===== config.mk =====
export PLATFORM = sky130hd
export DESIGN_NAME = event_time_window_engine
export DESIGN_NICKNAME = d
export VERILOG_FILES = /design/src/rtl/etw_pkg.sv /design/src/rtl/etw_datapath.sv /design/src/rtl/etw_ctrl.sv /design/src/rtl/event_time_window_engine.sv
export SDC_FILE = /design/constraint.sdc
export NUM_CORES = 2
export LEC_CHECK = 0
export BUFFER_PORTS_ARGS = -buffer_cell sky130_fd_sc_hd__buf_4
export CAP_MARGIN = 20
export CORE_ASPECT_RATIO = 1.75
export CORE_MARGIN = 1.5
export CORE_UTILIZATION = 35
export DETAILED_ROUTE_END_ITERATION = 7
export PLACE_DENSITY = 0.61
export SLEW_MARGIN = 10
export SYNTH_ARGS = -nofsm -noshare
export SYNTH_HDL_FRONTEND = slang
export SYNTH_SLANG_ARGS = --single-unit

===== constraint.sdc =====
create_clock -name clk_i -period 18.1 [get_ports clk_i]
set_clock_uncertainty 0.1 [all_clocks]
set_input_delay 0.905 -clock clk_i [delete_from_list [all_inputs] [get_ports clk_i]]
set_output_delay 0.905 -clock clk_i [all_outputs]
set_load 0.01 [all_outputs]

===== src/rtl/etw_pkg.sv =====
// ----------------------------------------------------------------------------
// etw_pkg: shared types and constants of the event time window engine
// Item kinds, status codes, window modes and register indexes.
// ----------------------------------------------------------------------------
package etw_pkg;

  localparam int unsigned DefWindowSlots = 8;
  localparam int unsigned DefMaxEvents   = 64;
  localparam int unsigned DefTimeBits    = 48;

  localparam int unsigned RegBits  = 32;
  localparam int unsigned RegIdxW  = 3;
  localparam int unsigned ValBits  = 32;
  localparam int unsigned AggBits  = 38;
  localparam int unsigned LateBits = 32;

  // item kinds
  localparam logic [1:0] KindEvent   = 2'd0;
  localparam logic [1:0] KindAdvance = 2'd1;
  localparam logic [1:0] KindClose   = 2'd2;
  localparam logic [1:0] KindQuery   = 2'd3;

  // status codes
  localparam logic [1:0] StatOk      = 2'd0;
  localparam logic [1:0] StatDropped = 2'd1;
  localparam logic [1:0] StatRefused = 2'd2;

  // window modes
  localparam logic [1:0] ModeTumbling = 2'd0;
  localparam logic [1:0] ModeHopping  = 2'd1;
  localparam logic [1:0] ModeSliding  = 2'd2;
  localparam logic [1:0] ModeSession  = 2'd3;

  // aggregate selects
  localparam logic [1:0] AggCount = 2'd0;
  localparam logic [1:0] AggSum   = 2'd1;
  localparam logic [1:0] AggMin   = 2'd2;
  localparam logic [1:0] AggMax   = 2'd3;

  // register indexes
  localparam logic [RegIdxW-1:0] RegMode  = 3'd0;
  localparam logic [RegIdxW-1:0] RegLen   = 3'd1;
  localparam logic [RegIdxW-1:0] RegHop   = 3'd2;
  localparam logic [RegIdxW-1:0] RegGap   = 3'd3;
  localparam logic [RegIdxW-1:0] RegGrace = 3'd4;
  localparam logic [RegIdxW-1:0] RegLimit = 3'd5;

  // datapath commands
  typedef enum logic [3:0] {
    CmdNone,
    CmdLoad,       // latch the item, start lateness check
    CmdDivStart,   // load the divider
    CmdDivStep,    // one quotient bit
    CmdMulStep,    // one multiply bit, quotient times divisor
    CmdStart,      // form window start from product or timestamp
    CmdSessScan,   // check one slot, newest first
    CmdMatchScan,  // check one slot, oldest first
    CmdCreate,     // append a new slot
    CmdUpdate,     // accumulate the value
    CmdCloseScan,  // close check of one slot
    CmdFinish      // build the result
  } cmd_e;

  typedef struct packed {
    cmd_e cmd;
  } etw_ctl_t;

  typedef struct packed {
    logic [1:0] kind;
    logic       late_drop;
    logic       div_done;
    logic       mul_done;
    logic       scan_last;
    logic       scan_zero;
    logic       scan_hit;
    logic       table_full;
    logic       session_mode;
    logic       tumb_or_hop;
    logic       refused;
  } etw_sts_t;

endpackage


===== src/rtl/etw_datapath.sv =====
// ----------------------------------------------------------------------------
// etw_datapath: window table, divider, multiplier and result registers
// Executes one command per cycle from the controller.
// ----------------------------------------------------------------------------
module etw_datapath #(
  parameter int unsigned WindowSlots = etw_pkg::DefWindowSlots,
  parameter int unsigned MaxEvents   = etw_pkg::DefMaxEvents,
  parameter int unsigned TimeBits    = etw_pkg::DefTimeBits
) (
  input  logic                              clk_i,
  input  logic                              rst_ni,
  input  etw_pkg::etw_ctl_t                 ctl_i,
  output etw_pkg::etw_sts_t                 sts_o,
  input  logic                              cfg_we_i,
  input  logic [etw_pkg::RegIdxW-1:0]       cfg_idx_i,
  input  logic [etw_pkg::RegBits-1:0]       cfg_data_i,
  input  logic [1:0]                        in_kind_i,
  input  logic [TimeBits-1:0]               in_time_i,
  input  logic signed [etw_pkg::ValBits-1:0] in_value_i,
  input  logic [TimeBits-1:0]               in_wm_i,
  input  logic [1:0]                        in_agg_sel_i,
  output logic [1:0]                        res_status_o,
  output logic [2:0]                        res_index_o,
  output logic [TimeBits-1:0]               res_wm_o,
  output logic [3:0]                        res_closed_o,
  output logic [etw_pkg::LateBits-1:0]      res_late_o,
  output logic signed [etw_pkg::AggBits-1:0] res_agg_o,
  output logic [3:0]                        res_active_o
);
  import etw_pkg::*;

  localparam int unsigned SlotW = (WindowSlots > 1) ? $clog2(WindowSlots) : 1;
  localparam int unsigned UsedW = $clog2(WindowSlots + 1);
  localparam int unsigned EvW   = $clog2(MaxEvents + 1);
  localparam int unsigned CntW  = $clog2(TimeBits + 1);
  localparam int unsigned CfgEvW = 7;
  localparam int unsigned WideW = TimeBits + 2;

  // configuration registers
  logic [1:0]          mode_q;
  logic [RegBits-1:0]  len_q, hop_q, gap_q, grace_q;
  logic [CfgEvW-1:0]   limit_q;

  always_ff @(posedge clk_i or negedge rst_ni) begin
    if (!rst_ni) begin
      mode_q  <= ModeTumbling;
      len_q   <= RegBits'(60000);
      hop_q   <= RegBits'(30000);
      gap_q   <= RegBits'(30000);
      grace_q <= '0;
      limit_q <= CfgEvW'(64);
    end else if (cfg_we_i) begin
      case (cfg_idx_i)
        RegMode:  mode_q  <= cfg_data_i[1:0];
        RegLen:   len_q   <= cfg_data_i;
        RegHop:   hop_q   <= cfg_data_i;
        RegGap:   gap_q   <= cfg_data_i;
        RegGrace: grace_q <= cfg_data_i;
        RegLimit: limit_q <= cfg_data_i[CfgEvW-1:0];
        default: ;
      endcase
    end
  end

  // lengths with zero treated as one
  logic [RegBits-1:0] len_eff, hop_eff;
  assign len_eff = (len_q == '0) ? RegBits'(1) : len_q;
  assign hop_eff = (hop_q == '0) ? RegBits'(1) : hop_q;

  // effective limit
  logic [EvW-1:0] lim_eff;
  assign lim_eff = (32'(limit_q) > MaxEvents) ? EvW'(MaxEvents) : EvW'(limit_q);

  // slot table
  logic [TimeBits-1:0]       start_q [WindowSlots];
  logic [TimeBits-1:0]       end_q   [WindowSlots];
  logic                      closed_q[WindowSlots];
  logic [EvW-1:0]            events_q[WindowSlots];
  logic signed [AggBits-1:0] sum_q   [WindowSlots];
  logic signed [ValBits-1:0] min_q   [WindowSlots];
  logic signed [ValBits-1:0] max_q   [WindowSlots];
  logic [UsedW-1:0]          used_q;

  // global state
  logic [TimeBits-1:0] wm_q;
  logic [LateBits-1:0] late_q;

  // item registers
  logic [1:0]                kind_q;
  logic [TimeBits-1:0]       t_q;
  logic signed [ValBits-1:0] v_q;
  logic [1:0]                sel_q;
  logic                      drop_q;

  // divider / multiplier
  logic [TimeBits-1:0] quo_q;
  logic [RegBits:0]    rem_q;
  logic [RegBits-1:0]  dvs_q;
  logic [CntW-1:0]     cnt_q;
  logic [WideW-1:0]    prod_q;
  logic [TimeBits-1:0] mcand_q;

  // scan and placement
  logic [SlotW-1:0]    scan_q;
  logic [TimeBits-1:0] wstart_q;
  logic                hit_q;
  logic [SlotW-1:0]    slot_q;
  logic                refused_q;
  logic [3:0]          closed_cnt_q;

  localparam logic [TimeBits-1:0] TimeMax = '1;

  // scan slot views
  logic [TimeBits:0] sess_lim;
  logic [TimeBits:0] close_lim;
  logic              scan_valid;
  assign scan_valid = ({1'b0, scan_q} < (SlotW+1)'(used_q));
  assign sess_lim   = {1'b0, end_q[scan_q]} + (TimeBits+1)'(gap_q);
  assign close_lim  = {1'b0, end_q[scan_q]} + (TimeBits+1)'(grace_q);

  // divider step
  logic [RegBits:0] rem_sh;
  logic             rem_ge;
  assign rem_sh = {rem_q[RegBits-1:0], quo_q[TimeBits-1]};
  assign rem_ge = (rem_sh >= {1'b0, dvs_q});

  // end of a new slot
  logic [TimeBits:0] end_sum;
  assign end_sum = {1'b0, wstart_q} + (TimeBits+1)'(len_eff);

  // new min and max for update
  logic signed [ValBits-1:0] v_min, v_max;
  assign v_min = (events_q[slot_q] == '0 || v_q < min_q[slot_q]) ? v_q : min_q[slot_q];
  assign v_max = (events_q[slot_q] == '0 || v_q > max_q[slot_q]) ? v_q : max_q[slot_q];

  logic [SlotW-1:0] newest;
  assign newest = SlotW'(used_q - UsedW'(1));

  // datapath sequencing
  always_ff @(posedge clk_i or negedge rst_ni) begin
    if (!rst_ni) begin
      for (int i = 0; i < WindowSlots; i++) begin
        closed_q[i] <= 1'b0;
        events_q[i] <= '0;
      end
      used_q       <= '0;
      wm_q         <= '0;
      late_q       <= '0;
      kind_q       <= KindEvent;
      drop_q       <= 1'b0;
      cnt_q        <= '0;
      scan_q       <= '0;
      hit_q        <= 1'b0;
      slot_q       <= '0;
      refused_q    <= 1'b0;
      closed_cnt_q <= '0;
      res_status_o <= StatOk;
      res_index_o  <= '0;
      res_wm_o     <= '0;
      res_closed_o <= '0;
      res_late_o   <= '0;
      res_agg_o    <= '0;
      res_active_o <= '0;
    end else begin
      case (ctl_i.cmd)
        CmdLoad: begin
          kind_q       <= in_kind_i;
          t_q          <= in_time_i;
          v_q          <= in_value_i;
          sel_q        <= in_agg_sel_i;
          hit_q        <= 1'b0;
          refused_q    <= 1'b0;
          closed_cnt_q <= '0;
          drop_q       <= 1'b0;
          if (in_kind_i == KindEvent && in_time_i < wm_q) begin
            if (late_q != '1) late_q <= late_q + LateBits'(1);
            drop_q <= ((wm_q - in_time_i) > TimeBits'(grace_q));
          end
          if (in_kind_i == KindAdvance && in_wm_i > wm_q) wm_q <= in_wm_i;
          // session scans newest first, others oldest first
          scan_q <= (in_kind_i == KindEvent && mode_q == ModeSession) ? newest : '0;
        end
        CmdDivStart: begin
          quo_q <= t_q;
          rem_q <= '0;
          dvs_q <= (mode_q == ModeTumbling) ? len_eff : hop_eff;
          cnt_q <= '0;
        end
        CmdDivStep: begin
          rem_q <= rem_ge ? rem_sh - {1'b0, dvs_q} : rem_sh;
          quo_q <= {quo_q[TimeBits-2:0], rem_ge};
          cnt_q <= cnt_q + CntW'(1);
          if (cnt_q == CntW'(TimeBits - 1)) begin
            mcand_q <= '0;
            prod_q  <= '0;
          end
        end
        CmdMulStep: begin
          // shift-add: quotient bits msb first, times divisor
          if (cnt_q == CntW'(TimeBits)) begin
            mcand_q <= quo_q;
            prod_q  <= '0;
            cnt_q   <= '0;
          end else begin
            prod_q  <= (prod_q << 1) +
                       (mcand_q[TimeBits-1] ? WideW'(dvs_q) : WideW'(0));
            mcand_q <= mcand_q << 1;
            cnt_q   <= cnt_q + CntW'(1);
          end
        end
        CmdStart: begin
          case (mode_q)
            ModeTumbling: wstart_q <= prod_q[TimeBits-1:0];
            ModeHopping: begin
              if (prod_q + WideW'(hop_eff) > WideW'(len_eff))
                wstart_q <= TimeBits'(prod_q + WideW'(hop_eff) - WideW'(len_eff));
              else
                wstart_q <= '0;
            end
            ModeSliding: wstart_q <= (t_q > TimeBits'(len_eff)) ?
                                     t_q - TimeBits'(len_eff) : '0;
            default:     wstart_q <= t_q;
          endcase
        end
        CmdSessScan: begin
          if (scan_valid && !closed_q[scan_q] && {1'b0, t_q} <= sess_lim) begin
            hit_q  <= 1'b1;
            slot_q <= scan_q;
            if (t_q > end_q[scan_q]) end_q[scan_q] <= t_q;
          end else if (scan_q == '0) begin
            wstart_q <= t_q;
          end else begin
            scan_q <= scan_q - SlotW'(1);
          end
        end
        CmdMatchScan: begin
          if (scan_valid && !closed_q[scan_q] && start_q[scan_q] == wstart_q) begin
            hit_q  <= 1'b1;
            slot_q <= scan_q;
          end else begin
            scan_q <= scan_q + SlotW'(1);
          end
        end
        CmdCreate: begin
          if (32'(used_q) >= WindowSlots) begin
            refused_q <= 1'b1;
          end else begin
            start_q[used_q[SlotW-1:0]]  <= wstart_q;
            end_q[used_q[SlotW-1:0]]    <= (mode_q == ModeSession) ? t_q :
                                           (end_sum[TimeBits] ? TimeMax :
                                            end_sum[TimeBits-1:0]);
            events_q[used_q[SlotW-1:0]] <= '0;
            closed_q[used_q[SlotW-1:0]] <= 1'b0;
            slot_q <= used_q[SlotW-1:0];
            hit_q  <= 1'b1;
            used_q <= used_q + UsedW'(1);
          end
        end
        CmdUpdate: begin
          if (events_q[slot_q] >= lim_eff) begin
            refused_q <= 1'b1;
          end else begin
            min_q[slot_q]    <= v_min;
            max_q[slot_q]    <= v_max;
            sum_q[slot_q]    <= ((events_q[slot_q] == '0) ? AggBits'(0) : sum_q[slot_q])
                                + AggBits'(v_q);
            events_q[slot_q] <= events_q[slot_q] + EvW'(1);
          end
        end
        CmdCloseScan: begin
          if (scan_valid && !closed_q[scan_q] && close_lim <= {1'b0, wm_q}) begin
            closed_q[scan_q] <= 1'b1;
            closed_cnt_q     <= closed_cnt_q + 4'd1;
          end
          scan_q <= scan_q + SlotW'(1);
        end
        CmdFinish: begin
          res_wm_o     <= wm_q;
          res_late_o   <= late_q;
          res_active_o <= 4'(used_q);
          res_closed_o <= (kind_q == KindClose) ? closed_cnt_q : 4'd0;
          res_status_o <= StatOk;
          res_index_o  <= '0;
          res_agg_o    <= '0;
          if (kind_q == KindEvent) begin
            if (drop_q)         res_status_o <= StatDropped;
            else if (refused_q) res_status_o <= StatRefused;
            else                res_index_o  <= 3'(slot_q);
          end
          if (kind_q == KindQuery && used_q != '0 && events_q[newest] != '0) begin
            case (sel_q)
              AggCount: res_agg_o <= AggBits'(events_q[newest]);
              AggSum:   res_agg_o <= sum_q[newest];
              AggMin:   res_agg_o <= AggBits'(min_q[newest]);
              default:  res_agg_o <= AggBits'(max_q[newest]);
            endcase
          end
        end
        default: ;
      endcase
    end
  end

  // status to the controller
  always_comb begin
    sts_o.kind         = kind_q;
    sts_o.late_drop    = drop_q;
    sts_o.div_done     = (cnt_q == CntW'(TimeBits));
    sts_o.mul_done     = (cnt_q == CntW'(TimeBits - 1));
    sts_o.scan_last    = ({1'b0, scan_q} + (SlotW+1)'(1) >= (SlotW+1)'(used_q));
    sts_o.scan_zero    = (scan_q == '0);
    sts_o.scan_hit     = hit_q;
    sts_o.table_full   = (32'(used_q) >= WindowSlots);
    sts_o.session_mode = (mode_q == ModeSession);
    sts_o.tumb_or_hop  = (mode_q == ModeTumbling) || (mode_q == ModeHopping);
    sts_o.refused      = refused_q;
  end

`ifndef SYNTHESIS
  a_used_bound: assert property (@(posedge clk_i) disable iff (!rst_ni)
    32'(used_q) <= WindowSlots) else $error("slot count beyond table");
  a_wm_mono: assert property (@(posedge clk_i) disable iff (!rst_ni)
    wm_q >= $past(wm_q)) else $error("watermark went back");
  a_used_step: assert property (@(posedge clk_i) disable iff (!rst_ni)
    used_q == $past(used_q) || used_q == $past(used_q) + UsedW'(1))
    else $error("slot count jumped");
`endif

endmodule


===== src/rtl/etw_ctrl.sv =====
// ----------------------------------------------------------------------------
// etw_ctrl: sequencer of the event time window engine
// Steps items through their divide, scan, update, close and result phases.
// ----------------------------------------------------------------------------
module etw_ctrl (
  input  logic              clk_i,
  input  logic              rst_ni,
  input  logic              in_valid_i,
  output logic              in_ready_o,
  output logic              out_valid_o,
  input  logic              out_ready_i,
  output etw_pkg::etw_ctl_t ctl_o,
  input  etw_pkg::etw_sts_t sts_i
);
  import etw_pkg::*;

  typedef enum logic [3:0] {
    StIdle, StDecide, StDivStart, StDiv, StMul, StStart, StSess,
    StMatch, StCreate, StUpdate, StClose, StFinish
  } state_e;

  state_e state_q, state_d;
  logic   out_valid_q, out_valid_d;
  cmd_e   cmd;

  // result register frees as soon as taken
  logic out_free;
  assign out_free   = !out_valid_q || out_ready_i;
  assign in_ready_o = (state_q == StIdle);
  assign out_valid_o = out_valid_q;

  // next state and command
  always_comb begin
    state_d     = state_q;
    out_valid_d = out_valid_q && !out_ready_i;
    cmd         = CmdNone;
    case (state_q)
      StIdle: if (in_valid_i) begin
        cmd = CmdLoad; state_d = StDecide;
      end
      StDecide: begin
        if (sts_i.kind == KindEvent && !sts_i.late_drop) begin
          if (sts_i.session_mode)     state_d = StSess;
          else if (sts_i.tumb_or_hop) state_d = StDivStart;
          else                        state_d = StStart;
        end else if (sts_i.kind == KindClose) state_d = StClose;
        else state_d = StFinish;
      end
      StDivStart: begin cmd = CmdDivStart; state_d = StDiv; end
      StDiv: begin
        cmd = CmdDivStep;
        if (sts_i.mul_done) state_d = StMul;
      end
      StMul: begin
        cmd = CmdMulStep;
        if (sts_i.mul_done) state_d = StStart;
      end
      StStart: begin cmd = CmdStart; state_d = StMatch; end
      StSess: begin
        cmd = CmdSessScan;
        if (sts_i.scan_hit)       state_d = StUpdate;
        else if (sts_i.scan_zero) state_d = StMatch;
      end
      StMatch: begin
        cmd = CmdMatchScan;
        if (sts_i.scan_hit)       state_d = StUpdate;
        else if (sts_i.scan_last) state_d = StCreate;
      end
      StCreate: begin
        if (sts_i.scan_hit)      state_d = StUpdate;
        else if (sts_i.refused)  state_d = StFinish;
        else                     cmd = CmdCreate;
      end
      StUpdate: begin cmd = CmdUpdate; state_d = StFinish; end
      StClose: begin
        cmd = CmdCloseScan;
        if (sts_i.scan_last) state_d = StFinish;
      end
      StFinish: if (out_free) begin
        cmd = CmdFinish; out_valid_d = 1'b1; state_d = StIdle;
      end
      default: state_d = StIdle;
    endcase
  end

  assign ctl_o.cmd = cmd;

  always_ff @(posedge clk_i or negedge rst_ni) begin
    if (!rst_ni) begin
      state_q     <= StIdle;
      out_valid_q <= 1'b0;
    end else begin
      state_q     <= state_d;
      out_valid_q <= out_valid_d;
    end
  end

`ifndef SYNTHESIS
  a_out_hold: assert property (@(posedge clk_i) disable iff (!rst_ni)
    out_valid_q && !out_ready_i |=> out_valid_q) else $error("result lost");
  a_one_item: assert property (@(posedge clk_i) disable iff (!rst_ni)
    in_ready_o && in_valid_i |=> !in_ready_o) else $error("second item taken");
  a_finish: assert property (@(posedge clk_i) disable iff (!rst_ni)
    cmd == CmdFinish |=> out_valid_q) else $error("finish without result");
`endif

endmodule


===== src/rtl/event_time_window_engine.sv =====
// ----------------------------------------------------------------------------
// event_time_window_engine: event time windowing with watermark
// Assigns events to windows and keeps count, sum, min and max per window.
// ----------------------------------------------------------------------------
// Flow: an advance, query or dropped event goes straight to the result; a close
// first scans the slots in use; a tumbling or hopping event first runs the
// bit-serial divider and multiplier, then the slot scan and update.
// One item at a time: the next input transaction is taken the cycle after the
// result is loaded; the bit-serial divider and multiplier set the pace.
// Reset: asynchronous active low, empties the window table and clears results.
module event_time_window_engine #(
  parameter int unsigned WindowSlots = etw_pkg::DefWindowSlots,
  parameter int unsigned MaxEvents   = etw_pkg::DefMaxEvents,
  parameter int unsigned TimeBits    = etw_pkg::DefTimeBits
) (
  input  logic                        clk_i,
  input  logic                        rst_ni,
  input  logic                        cfg_we_i,
  input  logic [etw_pkg::RegIdxW-1:0] cfg_idx_i,
  input  logic [etw_pkg::RegBits-1:0] cfg_data_i,
  input  logic                        s_axis_tvalid,
  output logic                        s_axis_tready,
  // kind, timestamp, value, new watermark, aggregate select
  input  logic [((2*TimeBits+36+7)/8)*8-1:0] s_axis_tdata,
  output logic                        m_axis_tvalid,
  input  logic                        m_axis_tready,
  // status, window_index, watermark, closed_count, late_total,
  // aggregate_value, active_windows
  output logic [((TimeBits+83+7)/8)*8-1:0] m_axis_tdata
);
  import etw_pkg::*;

  localparam int unsigned InW  = ((2*TimeBits+36+7)/8)*8;
  localparam int unsigned OutW = ((TimeBits+83+7)/8)*8;

  etw_ctl_t ctl;
  etw_sts_t sts;

  logic [1:0]                res_status;
  logic [2:0]                res_index;
  logic [TimeBits-1:0]       res_wm;
  logic [3:0]                res_closed;
  logic [LateBits-1:0]       res_late;
  logic signed [AggBits-1:0] res_agg;
  logic [3:0]                res_active;

  etw_ctrl u_ctrl (
    .clk_i, .rst_ni,
    .in_valid_i (s_axis_tvalid),
    .in_ready_o (s_axis_tready),
    .out_valid_o(m_axis_tvalid),
    .out_ready_i(m_axis_tready),
    .ctl_o      (ctl),
    .sts_i      (sts)
  );

  etw_datapath #(
    .WindowSlots(WindowSlots), .MaxEvents(MaxEvents), .TimeBits(TimeBits)
  ) u_dp (
    .clk_i, .rst_ni,
    .ctl_i       (ctl),
    .sts_o       (sts),
    .cfg_we_i, .cfg_idx_i, .cfg_data_i,
    .in_kind_i   (s_axis_tdata[1:0]),
    .in_time_i   (s_axis_tdata[2 +: TimeBits]),
    .in_value_i  (s_axis_tdata[2+TimeBits +: ValBits]),
    .in_wm_i     (s_axis_tdata[2+TimeBits+ValBits +: TimeBits]),
    .in_agg_sel_i(s_axis_tdata[2+2*TimeBits+ValBits +: 2]),
    .res_status_o(res_status),
    .res_index_o (res_index),
    .res_wm_o    (res_wm),
    .res_closed_o(res_closed),
    .res_late_o  (res_late),
    .res_agg_o   (res_agg),
    .res_active_o(res_active)
  );

  assign m_axis_tdata = OutW'({res_active, res_agg, res_late, res_closed,
                               res_wm, res_index, res_status});

  logic unused_in;
  assign unused_in = ^s_axis_tdata[InW-1:2*TimeBits+ValBits+4];

endmodule

# Yosys cells after proc, flatten, opt, wreduce, memory -nomap -nowiden
# Memory sizes are Yosys's and may differ from the RTL's.
# Index checks and enable logic that the tools add are counted.
classes:
  n_addsub: 19
  order_cmp: 23
  eq_ne: 59
  muxes: 115
  bitwise: 10
  reduce_logical: 71
op_table:
  columns: ["op", "n"]
  rows:
  - ["48-bit two-way mux", 9]
  - ["48-bit case mux with 2 select lines", 3]
  - ["32-bit two-way mux", 7]
  - ["48-bit by 32-bit adder with 49-bit output", 3]
  - ["48-bit case mux with 3 select lines", 1]
  - ["38-bit case mux with 3 select lines", 1]
  - ["56-bit two-way mux", 2]
  - ["56-bit case mux with 2 select lines", 1]
  - ["50-bit two-way mux", 2]
  - ["50-bit case mux with 2 select lines", 1]
  - ["48-bit by 32-bit greater-than comparator with 1-bit output", 2]
  - ["48-bit greater-than comparator", 2]
  - ["48-bit by 32-bit subtractor with 48-bit output", 2]
  - ["38-bit two-way mux", 2]
  - ["4-bit two-way mux", 18]
  - ["32-bit zero test", 2]
  - ["32-bit case mux with 2 select lines", 1]
  - ["56-bit AND", 1]
  - ["56-bit bitwise mux", 1]
  - ["56-bit inverter", 1]
  - ["50-bit by 32-bit adder with 50-bit output", 1]
  - ["50-bit adder", 1]
  - ["50-bit by 32-bit greater-than comparator with 1-bit output", 1]
  - ["48-bit by 49-bit less-or-equal comparator with 1-bit output", 1]
  - ["77 further kinds", 231]
totals:
  reg_bits: 782
  ram_bits: 1584
  input_bits: 176
  memories: 5
mem_list:
  columns: ["memory", "depth", "word_bits", "read_ports", "rd_ports_with_merged_regs", "write_ports", "line_no", "source"]
  rows:
  - ["u_dp.end_q", 8, 48, 1, 0, 1, "etw_datapath.sv:76", "logic [TimeBits-1:0] end_q [WindowSlots];"]
  - ["u_dp.start_q", 8, 48, 1, 0, 1, "etw_datapath.sv:75", "logic [TimeBits-1:0] start_q [WindowSlots];"]
  - ["u_dp.sum_q", 8, 38, 2, 0, 1, "etw_datapath.sv:79", "logic signed [AggBits-1:0] sum_q [WindowSlots];"]
  - ["u_dp.max_q", 8, 32, 2, 0, 1, "etw_datapath.sv:81", "logic signed [ValBits-1:0] max_q [WindowSlots];"]
  - ["u_dp.min_q", 8, 32, 2, 0, 1, "etw_datapath.sv:80", "logic signed [ValBits-1:0] min_q [WindowSlots];"]

# Logic depth before layout (Yosys ltp)
logic_depth:
  ltp_word: 12
  mapped_depth: 40
  mapped_depth_nobuf: 32

# Hierarchy
# Synthesis repeated with hierarchy kept, for this count alone.
hier_totals:
  hier_cells: 10090
  area_unflattened_um2: 124562.0
modules_own_cells:
  columns: ["mod", "instances", "cells_each", "area_per_inst_um2", "seq_area_each_um2"]
  rows:
  - ["etw_datapath", 1, 10014, 123956.4, 68738.4]
  - ["etw_ctrl", 1, 70, 564.3, 125.1]
  - ["event_time_window_engine", 1, 6, 41.3, 0.0]

# Worst setup path after synthesis
# OpenSTA, ideal clock, no wires.
synth_timing:
  path_kind: "register -> register"
  from: "register u_dp.scan_q[1]"
  to: "memory u_dp.end_q[0][0] in the netlist's numbering, enable pin"
  setup_ps: 526
  t_arrival_ps: 11109
  t_required_ps: 17474
  path_slack_ps: 6365
  path_stages_with_launch: 38
  path_buffers: 7
  cell_sequence: "dfrtp_1 -> buf_4 -> buf_4 -> buf_4 -> nor3b_1 -> clkbuf_1 -> clkbuf_1 -> buf_1 -> buf_1 -> a22oi_1 -> nand2_1 -> nor3_1 -> inv_1 -> ha_1 -> a21o_1 -> a21oi_1 -> nor2b_1 -> o21a_1 -> [2 not listed] -> o211ai_1 -> a311oi_1 -> o21ai_0 -> o21ai_0 -> nor2_1 -> xor2_1 -> ha_1 -> a21o_1 -> a21o_1 -> a21o_1 -> a211o_1 -> a211o_1 -> a2111oi_0 -> nor3_1 -> a21oi_2 -> and2_4 -> nand4_4 -> o31ai_1"
synth_via:
  elab_chain_cells: 12
  word_cells_on_any_way: 19
  cone_classes: "add/sub (1); order compare (3); mux (9); bitwise (1); reduce/logical (4); memory (1)"
synth_rtl:
  columns: ["element", "line_no", "source"]
  rows:
  - ["start: declaration", "etw_datapath.sv:104", "logic [SlotW-1:0] scan_q;"]
  - ["start signal: assignment", "etw_datapath.sv:181", "scan_q <= (in_kind_i == KindEvent && mode_q == ModeSession) ? newest : '0;"]
  - ["start signal: assignment", "etw_datapath.sv:233", "scan_q <= scan_q - SlotW'(1);"]
  - ["start signal: assignment", "etw_datapath.sv:241", "scan_q <= scan_q + SlotW'(1);"]
  - ["branches (longest 12 deep; another with 48-bit by 32-bit adder with 49-bit output)", null, null]
  - ["end: declaration", "etw_datapath.sv:76", null]
# Parallel ways; which one is timed is not known. The select of a mux whose other input is x is not followed.

# Worst setup path after layout
layout_timing:
  from: "register u_dp.scan_q[1]"
  to: "memory u_dp.end_q[5][10] in the netlist's numbering, enable pin"
# The elaborated chain is that of the path after synthesis.

==> impl_results.md <==
* Fin crit share at ~62%
* Post-Route Setup TNS at 0 ns
* Top FF cell, synth: edfxtp_1
* Width of the chip at 453.8 um
* Number of global-route vias before repair at 93.07k
* Post-synthesis sequential area ratio at a little under three fifths
* CTS tree: done
* Most frequent cells after synthesis: 1924 x edfxtp_1, 856 x nand2_1, 655 x ha_1
* Final worst path period need at 11.28 ns
* Pins over their slew limit at 0
* Vias at 91.60k
* Critical Path RT at approximately 19 ns
* Post-synth top area cell: edfxtp_1
* IO Port Bufs at 304
* CP Capture Type: flip-flop
* I/O Pins at ~310
* Overall power at ~13 mW
* Synth cell types at ~100
* Largest net degree at the start of global routing at ~150
* CP max FO at just under 50
* Layout area overhead at 13.22%
* Final setup margin at between 6 and 7 ns
* Pre-antenna DRT Iters at 6
* Worst hold path type: in -> reg
* DRC errors left at 0
* Top-area cell type share of the netlist area at 46.41%
* Gpl congestion at about 1.0
* Most frequent cell after synthesis: edfxtp_1
* R2R setup slack at around 6.8 ns
* Post-route ant nets at 0
* Die area at ~360000 um2
* Total core area at ~350000 um2
* Post-synthesis register bit count at about 2.4k
* Number of clock sinks at approximately 2.4k
* Synthesized area at 124500 um2
* Clk root buf: clkbuf_16
* Clock latency reported for the late side of the worst-skew pair at around 0.96 ns
* Status: completed
* Critical-path top delay cell: o32ai_4
* 1st-iter DRT viols at between 9k and 10k
* Nets at between 10k and 15k
* HPWL Detailed at around 340000 um
* Setup-failing EPs final at 0
* Pwr/cell area at approximately 90 nW/um2
* Initial Utilization at 35.17%
* Mean area per synthesized cell at 12.34 um2
* Total track usage at between 20% and 30%
* F_max at approximately 89 MHz
* H-tree Lvls at 4
* Critical path's largest stage delay at roughly 0.8 ns
* Post-cts sizing count at 0
* Max-Cap Viols at 0
* VDD IR max at 0.09301 mV
* Tightest Pin Transition at around 1.3 ns
* Final hold vios at 0
* Slew HR at under 10%
* WL final at around 480000 um
* Num rows at between 200 and 300
* Number of synthesized flops with an enable pin at between 1.5k and 2k
* Unrepaired setup endpoints after global routing: no
* Synth warnings at 0
* Synth Instances at around 10k
* Worst endpoint data arrival time at 11.71 ns
* Clock transition at path regs at 0.07 ns
* First-pass GRT wire length at 668100 um
* Initial antenna violation count at 36
* Max Root-Sink Buffers at 4
* Startpoint Class: flip-flop
* Routed vias/inst at 6.018
* Leakage at 52.78 nW
* Ys async rst share at about a fifth
* CTS buffer count at 229
* Die Y at 792.0 um
* Largest cells by area after synthesis: edfxtp_1 46%, dfrtp_1 8.4%, ha_1 6.6%
* Pre-CTS WS at 6.833 ns
* Crit Path Class: reg -> reg
* GR Overflow Total at 0
* Layout cells sized above 1 at 15.19%
* Routed length per placed instance at 31.46 um
==> cells by family after synthesis <==
| kind of cell | synth area share (%) |
|---|---|
| AOI/OAI and AO/OA | 14.20 |
| DFF | 55.31 |
| and+or+nand+nor | 9.225 |
| buffers and inverters | 2.962 |
| muxes | 8.383 |
| adders and majority gates | 6.760 |
| xor gates and xnor gates | 3.152 |
| other | 0.003012 |
==> state kept, by name, indices dropped and copies added, names as in the netlist, 50 cells and up <==
| name | count |
|---|---|
| u_dp.end_q | 384 |
| u_dp.start_q | 384 |
| u_dp.sum_q | 304 |
| u_dp.max_q | 256 |
| u_dp.min_q | 256 |
| u_dp.events_q | 56 |
| u_dp.prod_q | 50 |
==> through the flow <==
stage	instances	cell area (um2)	hold WS (ns)	utilization [%]
2_1_floorplan	10090	124500	0.3512	-
3_3_place_gp	14730	132800	0.3673	37.52
3_5_place_dp	14740	132900	0.3785	37.53
4_1_cts	15190	140800	0.004119	39.77
5_1_grt	15200	140900	0.03431	39.80
6_report	15220	141000	0.05573	39.82
==> layer usage <==
metal  wire length (um)  part of all wire, %  vias up  track usage [%]
li1                   -                    -    39470                -
met1             156900                   33    46150            26.74
met2             238900                   50     4436            45.15
met3              31920                  6.7     1526            3.994
met4              50990                   11       16            23.48
met5                110                0.023        -                0
==> final timing paths <==
path	startpoint	to	cells after the start
setup / recovery	u_dp.scan_q[1]	u_dp.end_q[5][10]	31
hold / removal	s_axis_tdata[78]	u_dp.v_q[28]	1
setup reg to reg	u_dp.scan_q[1]	u_dp.end_q[5][10]	31
hold reg to reg	u_dp.res_wm_o[44]	u_dp.res_wm_o[44]	2
max in group asynchronous	rst_ni	u_dp.res_wm_o[24]	4
min in group asynchronous	rst_ni	u_dp.res_agg_o[27]	2
==> area by class of cell <==
type                    count  area, um2
fillers                 32880     213100
flip-flops and latches   2366      68880
multi-input cells        6775      52510
clock buffers             276       5967
well taps                4656       5826
repair buffers            584       4597
clock inverters           145       1629
inverters                 397       1491
diodes                     21      52.55
==> worst max-delay path, delay by kind of cell, from the launching register on <==
family	cells	cell delay, ns
simple gates	7	1.66
fa+ha+maj	2	0.67
xor+xnor	1	0.17
buf+inv	4	1.80
flops	1	0.72
compound gates	17	5.59
==> where the power goes <==
group,internal [mW],leakage (nW),switching (mW)
combinational,0.629,25.8,0.984
sequential,5.93,23.3,0.0968
clock,2.77,3.66,2.21
==> layout by cell type (no fill, tap or decap), types with 249 or more instances in the layout <==
| cell | count |
|---|---|
| edfxtp_1 | 1924 |
| nand2_1 | 851 |
| ha_1 | 654 |
| a21oi_1 | 537 |
| buf_4 | 536 |
| a22oi_1 | 497 |
| o21ai_0 | 493 |
| dfrtp_1 | 416 |
| nor2_1 | 400 |
| inv_1 | 394 |
| mux2_2 | 279 |
| xnor2_1 | 273 |
| mux4_2 | 252 |
| a21o_1 | 249 |
==> what timing repair did <==
item	CTS	global route
endpoints found under the setup margin	0	0
hold buffers	33	0
buffers inserted	0	0
endpoints found under the hold margin	72	0
Note: power is estimated with default switching activity, not from simulation.
